==> src/sv/sws_pkg.sv <==
// sws_pkg: shared types and constants for the sorting stack.
// Used by sws_cell, stack_with_sort and sws_chk; depends on nothing.
package sws_pkg;

	localparam int DATA_W = 32;
	localparam int CAP_W  = 5;
	localparam int OPC_W  = 2;
	localparam int STS_W  = 2;

	localparam logic [CAP_W-1:0] CAP_RESET = CAP_W'(16);

	typedef enum logic [OPC_W-1:0] {
		OP_PUSH = 2'd0,
		OP_POP  = 2'd1,
		OP_SORT = 2'd2,
		OP_NOP  = 2'd3
	} opcode_t;

	typedef enum logic [STS_W-1:0] {
		ST_OK    = 2'd0,
		ST_FULL  = 2'd1,
		ST_EMPTY = 2'd2,
		ST_RSVD  = 2'd3
	} status_t;

	// per-cell control for one cycle
	typedef struct packed {
		logic push;      // take word from the cell above
		logic pop;       // take word from the cell below
		logic keep_min;  // compare-exchange with the cell below, keep smaller
		logic keep_max;  // compare-exchange with the cell above, keep larger
	} cell_ctl_t;

endpackage

==> src/sv/sws_cell.sv <==
// sws_cell: one stack slot of the cell chain; shifts and compare-exchanges.
// Depends on sws_pkg.
module sws_cell (
	input  logic                              clk,
	input  sws_pkg::cell_ctl_t                ctl,
	input  logic signed [sws_pkg::DATA_W-1:0] up,
	input  logic signed [sws_pkg::DATA_W-1:0] down,
	output logic signed [sws_pkg::DATA_W-1:0] value
);

	logic signed [sws_pkg::DATA_W-1:0] value_q;

	// payload only, no reset
	always_ff @(posedge clk) begin
		if (ctl.push) begin
			value_q <= up;
		end else if (ctl.pop) begin
			value_q <= down;
		end else if (ctl.keep_min && (down < value_q)) begin
			value_q <= down;
		end else if (ctl.keep_max && (up > value_q)) begin
			value_q <= up;
		end
	end

	assign value = value_q;

endmodule

==> src/sv/stack_with_sort.sv <==
// stack_with_sort: bounded LIFO of signed words with an in-place sort.
// Depends on sws_pkg and sws_cell.
//
// Usage
//   Input: an item (opcode, push_value) is taken at a clock edge with start
//   high and busy low. Output: each item gives exactly one result, shown on
//   pop_value/status/is_full/is_empty for one cycle with done high. The
//   receiver cannot stall; results are never held.
//   Config: cfg_we writes cfg_wdata into capacity (clamped to DEPTH when
//   used). Write only while idle.
// Structure
//   A chain of DEPTH cells, cell 0 is the top of the stack. Push shifts the
//   chain down, pop shifts it up.
//   Sort runs odd-even transposition: each cycle alternate neighbor pairs
//   inside the occupied part compare-exchange, smallest moving to the top.
// Timing
//   Push, pop, no-op: done in the cycle after accept; one item per cycle while not busy.
//   Sort: DEPTH exchange rounds with busy high, done on the cycle after the
//   last round.
// Reset
//   arst_n clears the count, the busy state and the strobe, and sets the
//   capacity to 16. Cell contents are not cleared; only occupied cells read.
module stack_with_sort #(
	parameter int DEPTH = 16
) (
	input  logic                              clk,
	input  logic                              arst_n,
	// command channel
	input  logic                              start,
	output logic                              busy,
	input  logic [sws_pkg::OPC_W-1:0]         opcode,
	input  logic signed [sws_pkg::DATA_W-1:0] push_value,
	// result channel
	output logic                              done,
	output logic signed [sws_pkg::DATA_W-1:0] pop_value,
	output logic [sws_pkg::STS_W-1:0]         status,
	output logic                              is_full,
	output logic                              is_empty,
	// configuration
	input  logic                              cfg_we,
	input  logic [sws_pkg::CAP_W-1:0]         cfg_wdata
);

	localparam int CNT_W = $clog2(DEPTH + 1);
	localparam int CMP_W = (CNT_W > sws_pkg::CAP_W) ? CNT_W : sws_pkg::CAP_W;
	localparam int RND_W = $clog2(DEPTH);
	localparam logic [CMP_W-1:0] DEPTH_C   = CMP_W'(DEPTH);
	localparam logic [RND_W-1:0] LAST_RND  = RND_W'(DEPTH - 1);

	logic [sws_pkg::CAP_W-1:0] capacity_q;
	logic [CNT_W-1:0]          cnt_q;
	logic                      sort_q;
	logic [RND_W-1:0]          rnd_q;

	logic                              done_q;
	logic signed [sws_pkg::DATA_W-1:0] pop_value_q;
	logic [sws_pkg::STS_W-1:0]         status_q;
	logic                              is_full_q;
	logic                              is_empty_q;

	logic signed [sws_pkg::DATA_W-1:0] cell_val [DEPTH];
	sws_pkg::cell_ctl_t                cell_ctl [DEPTH];
	logic [DEPTH-1:0]                  pair_en;   // bit i: pair (i, i+1) exchanges

	logic [CMP_W-1:0] cap_raw;
	logic [CMP_W-1:0] cap_eff;
	logic [CMP_W-1:0] cnt_ext;
	logic [CMP_W-1:0] cnt_nxt_ext;
	logic [CNT_W-1:0] cnt_nxt;
	logic             acc;
	logic             push_ok;
	logic             pop_ok;
	logic             sort_go;
	logic             sort_end;
	logic             finish;
	sws_pkg::status_t sts_nxt;

	always_comb begin
		cap_raw = CMP_W'(capacity_q);
		cap_eff = (cap_raw > DEPTH_C) ? DEPTH_C : cap_raw;
		cnt_ext = CMP_W'(cnt_q);
		acc     = start && !sort_q;
		push_ok = acc && (opcode == sws_pkg::OP_PUSH) && (cnt_ext < cap_eff);
		pop_ok  = acc && (opcode == sws_pkg::OP_POP) && (cnt_q != '0);
		sort_go = acc && (opcode == sws_pkg::OP_SORT);
		sort_end = sort_q && (rnd_q == LAST_RND);
		// a sort result waits for the last round, everything else is immediate
		finish  = (acc && (opcode != sws_pkg::OP_SORT)) || sort_end;

		cnt_nxt = cnt_q;
		if (push_ok) begin
			cnt_nxt = cnt_q + CNT_W'(1);
		end else if (pop_ok) begin
			cnt_nxt = cnt_q - CNT_W'(1);
		end
		cnt_nxt_ext = CMP_W'(cnt_nxt);

		sts_nxt = sws_pkg::ST_OK;
		if (acc && (opcode == sws_pkg::OP_PUSH) && !push_ok) begin
			sts_nxt = sws_pkg::ST_FULL;
		end else if (acc && (opcode == sws_pkg::OP_POP) && !pop_ok) begin
			sts_nxt = sws_pkg::ST_EMPTY;
		end
	end

	// pair (i, i+1) is active in rounds of matching parity, only inside the
	// occupied part of the chain
	genvar gi;
	generate
		for (gi = 0; gi < DEPTH; gi++) begin : g_pair
			if (gi < DEPTH - 1) begin : g_act
				localparam logic [CNT_W-1:0] NEXT_IDX = CNT_W'(gi + 1);
				localparam logic             PAR      = 1'(gi % 2);
				assign pair_en[gi] = sort_q && (rnd_q[0] == PAR) && (NEXT_IDX < cnt_q);
			end else begin : g_last
				assign pair_en[gi] = 1'b0;
			end
		end
	endgenerate

	generate
		for (gi = 0; gi < DEPTH; gi++) begin : g_cell
			logic signed [sws_pkg::DATA_W-1:0] up_w;
			logic signed [sws_pkg::DATA_W-1:0] down_w;

			if (gi == 0) begin : g_top
				assign up_w                 = push_value;
				assign cell_ctl[gi].keep_max = 1'b0;
			end else begin : g_mid
				assign up_w                 = cell_val[gi-1];
				assign cell_ctl[gi].keep_max = pair_en[gi-1];
			end

			if (gi == DEPTH - 1) begin : g_bot
				assign down_w = '0;
			end else begin : g_nbot
				assign down_w = cell_val[gi+1];
			end

			assign cell_ctl[gi].push     = push_ok;
			assign cell_ctl[gi].pop      = pop_ok;
			assign cell_ctl[gi].keep_min = pair_en[gi];

			sws_cell u_cell (
				.clk   (clk),
				.ctl   (cell_ctl[gi]),
				.up    (up_w),
				.down  (down_w),
				.value (cell_val[gi])
			);
		end
	endgenerate

	// control state
	always_ff @(posedge clk or negedge arst_n) begin
		if (!arst_n) begin
			capacity_q <= sws_pkg::CAP_RESET;
			cnt_q      <= '0;
			sort_q     <= 1'b0;
			rnd_q      <= '0;
			done_q     <= 1'b0;
		end else begin
			if (cfg_we) begin
				capacity_q <= cfg_wdata;
			end
			cnt_q  <= cnt_nxt;
			done_q <= finish;
			if (sort_go) begin
				sort_q <= 1'b1;
				rnd_q  <= '0;
			end else if (sort_end) begin
				sort_q <= 1'b0;
			end else if (sort_q) begin
				rnd_q <= rnd_q + RND_W'(1);
			end
		end
	end

	// result registers, loaded when an item completes
	always_ff @(posedge clk) begin
		if (finish) begin
			pop_value_q <= pop_ok ? cell_val[0] : '0;
			status_q    <= sts_nxt;
			is_full_q   <= (cnt_nxt_ext >= cap_eff);
			is_empty_q  <= (cnt_nxt == '0);
		end
	end

	assign busy      = sort_q;
	assign done      = done_q;
	assign pop_value = pop_value_q;
	assign status    = status_q;
	assign is_full   = is_full_q;
	assign is_empty  = is_empty_q;

endmodule

==> config.mk <==
export PLATFORM = sky130hd
export DESIGN_NAME = stack_with_sort
export DESIGN_NICKNAME = d
export VERILOG_FILES = /design/src/sv/sws_pkg.sv /design/src/sv/sws_cell.sv /design/src/sv/stack_with_sort.sv
export SDC_FILE = /design/constraint.sdc
export NUM_CORES = 1
export LEC_CHECK = 0
export BUFFER_PORTS_ARGS = -buffer_cell sky130_fd_sc_hd__buf_2
export CAP_MARGIN = 20
export CORE_UTILIZATION = 45
export CTS_CLUSTER_DIAMETER = 40
export CTS_CLUSTER_SIZE = 8
export DETAILED_ROUTE_END_ITERATION = 8
export PLACE_DENSITY_LB_ADDON = 0.05
export SLEW_MARGIN = 10
export SYNTH_ARGS = -nofsm -noshare
export SYNTH_HDL_FRONTEND = slang
export SYNTH_HIERARCHICAL = 1
export SYNTH_SLANG_ARGS = --single-unit
==> constraint.sdc <==
create_clock -name clk -period 6.35 [get_ports clk]
set_clock_uncertainty 0.15 [all_clocks]
set_input_delay 1.5875 -clock clk [delete_from_list [all_inputs] [get_ports clk]]
set_output_delay 1.5875 -clock clk [all_outputs]
set_load 0.005 [all_outputs]
==> results of run 1 <==
sequential cells by signal, indices dropped and copies added (netlist names):
| register | flops |
|---|---|
| busy | 1 |
| cap_raw | 5 |
| cnt_ext | 5 |
| done | 1 |
| g_cell.u_cell/value | 512 |
| is_empty | 1 |
| is_full | 1 |
| pop_value | 32 |
| rnd_q | 4 |
| status | 2 |
cell usage in the layout (no fill, tap or decap), types with 49 or more instances in the layout:
cell,n
a21o_1,51
a21oi_1,403
buf_2,80
buf_4,50
clkbuf_16,146
conb_1,68
edfxtp_1,548
ha_1,1021
inv_1,553
mux2_4,480
nand2_1,252
nand4_1,162
nor2_1,107
nor4_1,49
o211ai_1,49
o21ai_0,165
kinds of logic (layout without fill, tap and decap cells):
logic type | count (synthesis) | in the layout | synth area share, %
AOI/OAI and AO/OA | 937 | 937 | 11.74
muxes | 518 | 518 | 15.13
buffers and inverters | 611 | 951 | 5.259
DFF | 564 | 564 | 33.41
xor gates and xnor gates | 20 | 20 | 0.3471
and+or+nand+nor | 836 | 836 | 8.802
other | 1 | 68 | 0.007431
adders and majority gates | 1021 | 1021 | 25.32
layout make-up:
type / count / area share, %
Clock buffer: 173 / 6.549
Clock inverter: 89 / 1.974
Inverter: 554 / 3.589
Multi-Input combinational cell: 3400 / 54.03
Sequential cell: 564 / 29.09
Tap cell: 1488 / 3.213
Timing Repair Buffer: 135 / 1.550
worst max-delay path, stage by stage:
cell and delay [ns]:
buf_2 0.11, or4b_4 0.57, a211oi_2 0.28, nand2_1 0.12
inv_2 0.49, buf_12 0.27, inv_1 0.06, a221o_2 0.66
buf_4 0.33, mux2_4 0.32
report_power, final:
part | internal, mW | leakage, nW | switching, mW | total [mW]
Clock | 5.16 | 2.40 | 2.34 | 7.50
Sequential | 6.69 | 5.30 | 2.34 | 9.03
Combinational | 7.65 | 18.3 | 8.53 | 16.2
final timing paths:
path	startpoint	endpoint	slack (ns)	cells past startpoint
max in group asynchronous	arst_n	cap_raw[4]	5.07	1
min reg2reg	cap_raw[1]	cap_raw[1]	0.36	1
max	opcode[1]	g_cell[10].u_cell/value[23]	1.82	10
max reg2reg	g_cell[3].u_cell/value[12]	g_cell[3].u_cell/value[0]	2.07	10
min	cap_raw[1]	cap_raw[1]	0.36	1
min in group asynchronous	arst_n	done	0.64	1
per-stage QoR:
step                      power, mW  utilization (%)  hold slack, ns
final                         32.71            52.22          0.3577
after global routing          35.46            52.22          0.3776
after CTS                     33.00            52.17          0.3605
after detailed placement      25.26            47.72          0.3423
after global placement        24.79            47.69          0.3454
after floorplan               20.39                -          0.3226
routing by layer:
metal / routed length (um) / track usage [%] / up-vias
met5: 0 / 0 / -
li1: - / - / 17810
met2: 70200 / 44.80 / 496
met4: 4998 / 9.662 / 0
met1: 51950 / 24.63 / 16925
met3: 3376 / 3.273 / 234
==> results by stage, run 1 <==
Outcome:
- The run finished with clean final reports.

Synth:
- The yosys synthesis warning count is 6.
- Summing every instance area after synthesis gives around 50000 um^2.
- The most common flop cell mapped by yosys is edfxtp_1.
- Counting distinct cell types in the post-synthesis netlist gives 60.
- The post-synthesis average cell area is 11.19 um^2.
- The synthesized design devotes to its leading area cell type 32.61% of total area.
- Counting every instance in the synthesized netlist gives between 4000 and 5000.
- The most common cell in the synthesized netlist is ha_1.
- After synthesis, the cell types taking the most area are edfxtp_1 33%, ha_1 25%, mux2_4 14%, inv_1 4.1%, a21oi_1 4.0%.
- The number of enable-type register cells in the synthesized netlist is 548.
- The async set-reset flop share out of synthesis is 2.837%.
- Counting flops and latches in the post-synthesis netlist gives 564.
- The biggest area consumer among synthesized cells is edfxtp_1.
- The sequential fraction of the synthesis area is 33.41%.
- Sorting the synthesized cells by how often they occur yields 1021 x ha_1, 554 x inv_1, 548 x edfxtp_1.

Global route:
- The number of antenna violations at the first check in global routing came to 0.
- The leftover overflow at the end of global routing is 0.
- The number of global-route vias before repair is 36728.
- Global routing used a little under a quarter of the available tracks.
- The first global-routing pass estimated approximately 200000 um of wire.
- Entering global routing, the biggest net connects 40 pins.

STA:
- After routing, the total negative slack on setup checks comes to 0 ns.
- The clock period minus final worst setup slack is 4.535 ns.
- The final-report setup violation count is 0.
- Derived from the worst setup path, the maximum achievable clock frequency is 220.5 MHz.
- The number of max-slew violations in the final report was 0.
- The hold violation total from the final report came to 0.
- The headroom to the max-slew limit is between 20% and 30%.
- Setup repair after global routing left no endpoint under its margin.
- The final critical-path share of the clock period is 71.42%.
- Setup slack on the critical path of the routed design comes to 1.815 ns.
- The transition at the pin with the smallest max-transition slack is 1.090 ns.

Clocking:
- The CTS root buffer is clkbuf_16.
- The TritonCTS clock tree is done.
- The later pin in the worst-skew pair is clocked with a latency of 0.73 ns.
- In this run, post-CTS repair resized a total of 0 instances.
- After clock tree synthesis, the clock-pin slew on the worst setup and hold paths is 0.04 ns.
- After clock tree synthesis, the setup repair step added 0 buffers.
- The number of buffers created by CTS is about 140.
- The H-tree was split into 4 levels.
- The number of clock sinks is 564.
- The number of buffers between clock root and the deepest sink is 3.
- The number of hold-repair buffers added at the cts stage is 0.

Drt:
- The total number of vias is 35465.
- In the final routed layout, each cell accounts on average for 20.39 um.
- After detailed routing, the number of remaining DRC violations is 0.
- The number of routed nets with antenna violations is 0.
- The sum of routed wire length over all layers is 130500 um.
- The detailed router finished its first iteration with 1412 violations.
- After detailed routing, the number of vias per cell comes to 5.539.
- The first TritonRoute pass finished after 5 iterations.

Flow run:
- The tool flagged a number of max-cap violations equal to 0.

Cells and area:
- The proportion of layout cells with a drive suffix above 1 is 18.98%.
- From synthesis to final layout, the design area changed by 14.83%.
- Summing all multi-input logic gate instances after layout gives between 30000 and 40000 um^2.
- Registers take 16860 um^2.
- The finished layout holds 6403 standard cells, fillers aside.
- The final antenna diode count is 0.
- With fillers left out, the area of the finished cells amounts to 57950 um^2.
- The final-stage net count is 5862.
- The number of fill cells is roughly 9900.

Critical path:
- The required time of the critical path is 6.67 ns.
- Of all nets on the critical path, the largest fanout is 35.
- STA classifies the critical path endpoint as a flip-flop.
- For the worst setup path, the data arrival time is 4.86 ns.
- The critical path in this run is classified as input port to flip-flop.
- STA classifies the critical path startpoint as an input port.

Die:
- The horizontal extent of the die is 336.9 um.
- The placeable core area is 111000 um^2.
- The die outline height is 336.9 um.
- The floorplan step defined a die boundary enclosing 113500 um^2.
- The number of ports placed on the die boundary is 81.
- Once the floorplan was initialized, standard cells occupied 45.47% of the core.
- After floorplanning, the core was divided into 122 placement rows.

Power and ir drop:
- The leakage power total is 26.00 nW.
- The power density normalized to cell area is approximately 560 nW/um^2.
- The worst vdd rail ir drop is 0.0004173 V.

Place:
- The placed standard-cell area is 52950 um^2.
- Including well taps, the total number of placed cells is 6139.
- During placement, the flow inserted port buffers numbering 80.
- The final weighted congestion in routability-driven placement is 0.8355.
- At the placement stage, the worst setup path has a slack of 1.062 ns.
- After legalization and detailed placement, the total HPWL measured 104200 um.

Hold path:
- The worst hold path belongs to the class flip-flop to flip-flop.
Note: power is estimated with default switching activity, not from simulation.
==> run 2: changes to the inputs <==
- ABC_AREA: not set -> 1
- clock period: 6.35 -> 4.65 ns (I/O delays scaled with it)
==> run 2 against run 1 <==
Against the previous run: flip-flop and latch count unchanged; synthesized cell count is 41% higher; sequential share of layout area up 0.26 points; critical path type is now flip-flop to flip-flop; critical endpoint is now g_cell[13].u_cell/value[14].
==> results by stage, run 2 <==
Cells and area:
- The library cell used most frequently in the layout, excluding fill and tap cells, is nand2_1.
- The synthesis-to-layout area growth is 12.85%.
- The final-stage net count came to 7623 (+30%).
- The number of fill cells is 10809 (+9.2%).
- In the layout the commonest cells are 1899 x nand2_1, 1021 x ha_1, 842 x inv_1.
- The proportion of layout cells with a drive suffix above 1 was 6.843% (-12 points).
- The final antenna diode count is 0 (unchanged).
- The final core utilization was 51.53% (-0.68 points).
- The flip-flop count of the largest register after layout is 512 (unchanged).

Synth:
- After synthesis, the cell types taking the most area are edfxtp_1 32%, ha_1 25%, nand2_1 14%, inv_1 6.2%, nand3_1 5.8%.
- The sequential fraction of the synthesis area was 33.13% (-0.28 points).
- In the post-synthesis netlist, the cell with the most instances is nand2_1.
- The number of storage elements in the synthesis netlist is 564 (unchanged).
- The gate count after technology mapping came to 6353 (+41%).
- Summed over all instances, the cell type with the most area after synthesis is edfxtp_1.
- The unique cell type count in the Yosys netlist was 35 (-42%).
- The number of enable-type register cells in the synthesized netlist was 548 (unchanged).
- The post-synthesis average cell area is 8.010 um^2 (-28%).
- The yosys synthesis warning count came to 6 (unchanged).
- The most common flop cell mapped by yosys is edfxtp_1.
- The commonest cells after synthesis are 1899 x nand2_1, 1021 x ha_1, 842 x inv_1.
- The area of the mapped netlist is 50890 um^2 (+0.84%).
- The async set-reset flop share out of synthesis is 2.837% (unchanged).
- The portion of synthesized cell area occupied by the leading cell type is 32.34% (-0.27 points).

Drt:
- The total number of vias came to 42910 (+21%).
- The number of vias per cell after detailed routing came to 5.264 (-5.0%).
- The number of routed nets with antenna violations is 0 (unchanged).
- The wire length on met1 is 66460 um (+28%).
- The sum of routed wire length over all layers is 147000 um (+13%).
- The met3 wire length came to 5229 um (+55%).
- The average detailed-routed wire length per instance is 18.03 um (-12%).
- The initial detailed-routing violation count was 2522 (+79%).
- The routed wire length on met2 is 72220 um (+2.9%).
- The highest layer touched by signal routing is met4.
- The post-route DRC violation count came to 0 (unchanged).
- The number of search-and-repair iterations in the first detailed-routing pass is 6 (+1).

STA:
- Based on the critical path, the design can be clocked at up to about 280 MHz.
- The accumulated negative setup slack is 0 ns (unchanged).
- The clock period minus final worst setup slack is 3.550 ns.
- The headroom to the max-slew limit came to 25.75% (-1.6 points).
- The number of max-slew violations in the final report is 0 (unchanged).
- The final critical-path share of the clock period is 76.35%.
- The hold violation total from the final report is 0 (unchanged).
- The transition at the pin with the smallest max-transition slack was 1.114 ns (+0.02335 ns).
- The final-report setup violation count is 0 (unchanged).
- Setup repair after global routing left no endpoint under its margin.
- The post-route worst hold slack is 0.2075 ns (-0.1501 ns).

Clocking:
- The number of buffers between clock root and the deepest sink came to 3 (unchanged).
- The number of levels in the clock H-tree is 4 (unchanged).
- The CTS root buffer is clkbuf_16.
- The number of clock sinks is 564 (unchanged).
- The TritonCTS clock tree is done.
- The number of hold-repair buffers added at the cts stage was 0 (unchanged).
- The number of cells upsized or downsized after cts came to 0 (unchanged).
- The number of setup buffers added after CTS is 0 (unchanged).
- The number of buffers created by CTS is 133 (-7.0%).
- The source-to-sink clock delay at the later pin of the worst-skew pair came to 0.73 ns (about the same).
- The clock transition time at the flip-flop clock pins of the worst setup and hold paths was 0.04 ns (about the same).

Critical path:
- The highest fanout seen on the critical path is 33 (-5.7%).
- STA classifies the critical path endpoint as a flip-flop.
- The required time of the critical path was 4.96 ns (-1.71 ns).
- The endpoint identified for the worst register-to-register timing path is g_cell[13].u_cell/value[14].
- The origin of the critical flop-to-flop path is g_cell[13].u_cell/value[15].
- The worst setup path is launched from a flip-flop.
- The data arrival time of the critical path was 3.86 ns (-1.00 ns).
- The critical path start-end classification is flip-flop to flip-flop.
- The number of cells on the worst reg-to-reg path is 15 (+5).
- The reg2reg setup slack was 1.10 ns (-0.97 ns).

Global route:
- The maximum number of pins on one net before global-route repair is 38 (-5.0%).
- The leftover overflow at the end of global routing is 0 (unchanged).
- The number of global-route vias before repair came to 42436 (+16%).
- The total routing usage reported by global routing is 25.50% (+2.4 points).
- The wire length of the first global-routing pass was 234200 um (+16%).
- The number of antenna violations at the first check in global routing came to 0 (unchanged).

Die:
- The horizontal extent of the die is 338.3 um (+0.42%).
- The number of cell rows was 122 (unchanged).
- The die outline height came to 338.3 um (+0.42%).
- The number of ports placed on the die boundary is 81 (unchanged).
- The placeable core area was 111400 um^2 (+0.41%).
- The total die area is 114400 um^2 (+0.84%).
- The effective utilization at floorplan is 45.66% (+0.19 points).

Place:
- The HPWL reported at the end of detailed placement was 115900 um (+11%).
- The final weighted congestion in routability-driven placement is 0.8587 (+2.8%).
- The count of input and output buffers is 80 (unchanged).

Flow run:
- The number of violations of the max-capacitance limit is 0 (unchanged).

Outcome:
- The run finished with clean final reports.

Hold path:
- The tightest min-delay check is of the input port to async pin type.
run 2: cells by family after synthesis:
family                   Yosys count  share of synthesized area [%]
AO/OA/AOI/OAI                    780                          8.252
XOR/XNOR                           3                        0.05165
adder cells (fa/ha/maj)         1021                          25.11
buffers and inverters            994                          8.424
flip-flops                       564                          33.13
multiplexers                       3                        0.06638
other                              1                       0.007370
AND/OR/NAND/NOR                 2987                          24.96
run 2: through the flow:
step	instances	worst slack, ns	instance area [um^2]
after floorplan	6418	0.2926	51130
after global placement	7911	0.9791	53030
after detailed placement	7912	1.028	53050
after CTS	8152	1.121	57420
after global routing	8152	0.9277	57420
final	8152	1.100	57420
run 2: how the worst max path moves through the flow:
stage                                 from                           to  cells past startpoint
6_report       g_cell[13].u_cell/value[15]  g_cell[13].u_cell/value[14]                     15
5_1_grt        g_cell[12].u_cell/value[15]   g_cell[12].u_cell/value[9]                     16
4_1_cts        g_cell[13].u_cell/value[15]  g_cell[13].u_cell/value[14]                     15
3_5_place_dp                         start    g_cell[3].u_cell/value[5]                      9
3_3_place_gp                         start   g_cell[7].u_cell/value[25]                      9
2_1_floorplan  g_cell[13].u_cell/value[21]   g_cell[13].u_cell/value[0]                     11
run 2: area by class of cell:
cell class,count,area [um^2],area share (%)
timing repair buffer,156,1104,1.922
clock buffer,155,3506,6.105
clock inverter,85,868.3,1.512
multi-input combinational,4860,30060,52.35
sequential,564,16860,29.36
inverter,844,3168,5.517
tap,1488,1862,3.242
run 2: per-layer routing:
metal	GRT usage (%)	up-vias
met3	3.173	203
li1	-	21915
met2	45.25	798
met5	0	-
met1	32.34	19994
met4	7.023	0
run 2: critical path: stages, from the launching register on:
cell	delay, ns
edfxtp_1	0.50
inv_1	0.12
ha_1	0.32
a21oi_1	0.15
o21ai_0	0.18
a21oi_1	0.23
nand2_1	0.24
nand2_1	0.15
nand2_1	0.06
nand2_1	0.06
nand3_2	0.08
nand2_4	0.08
buf_4	0.37
nand2_4	0.35
nand2_1	0.14
nand2_1	0.07
Power of run 2 is left out: the tool's default activity adds up to more than one toggle a clock period on the data nets, which glitch-free logic cannot reach.
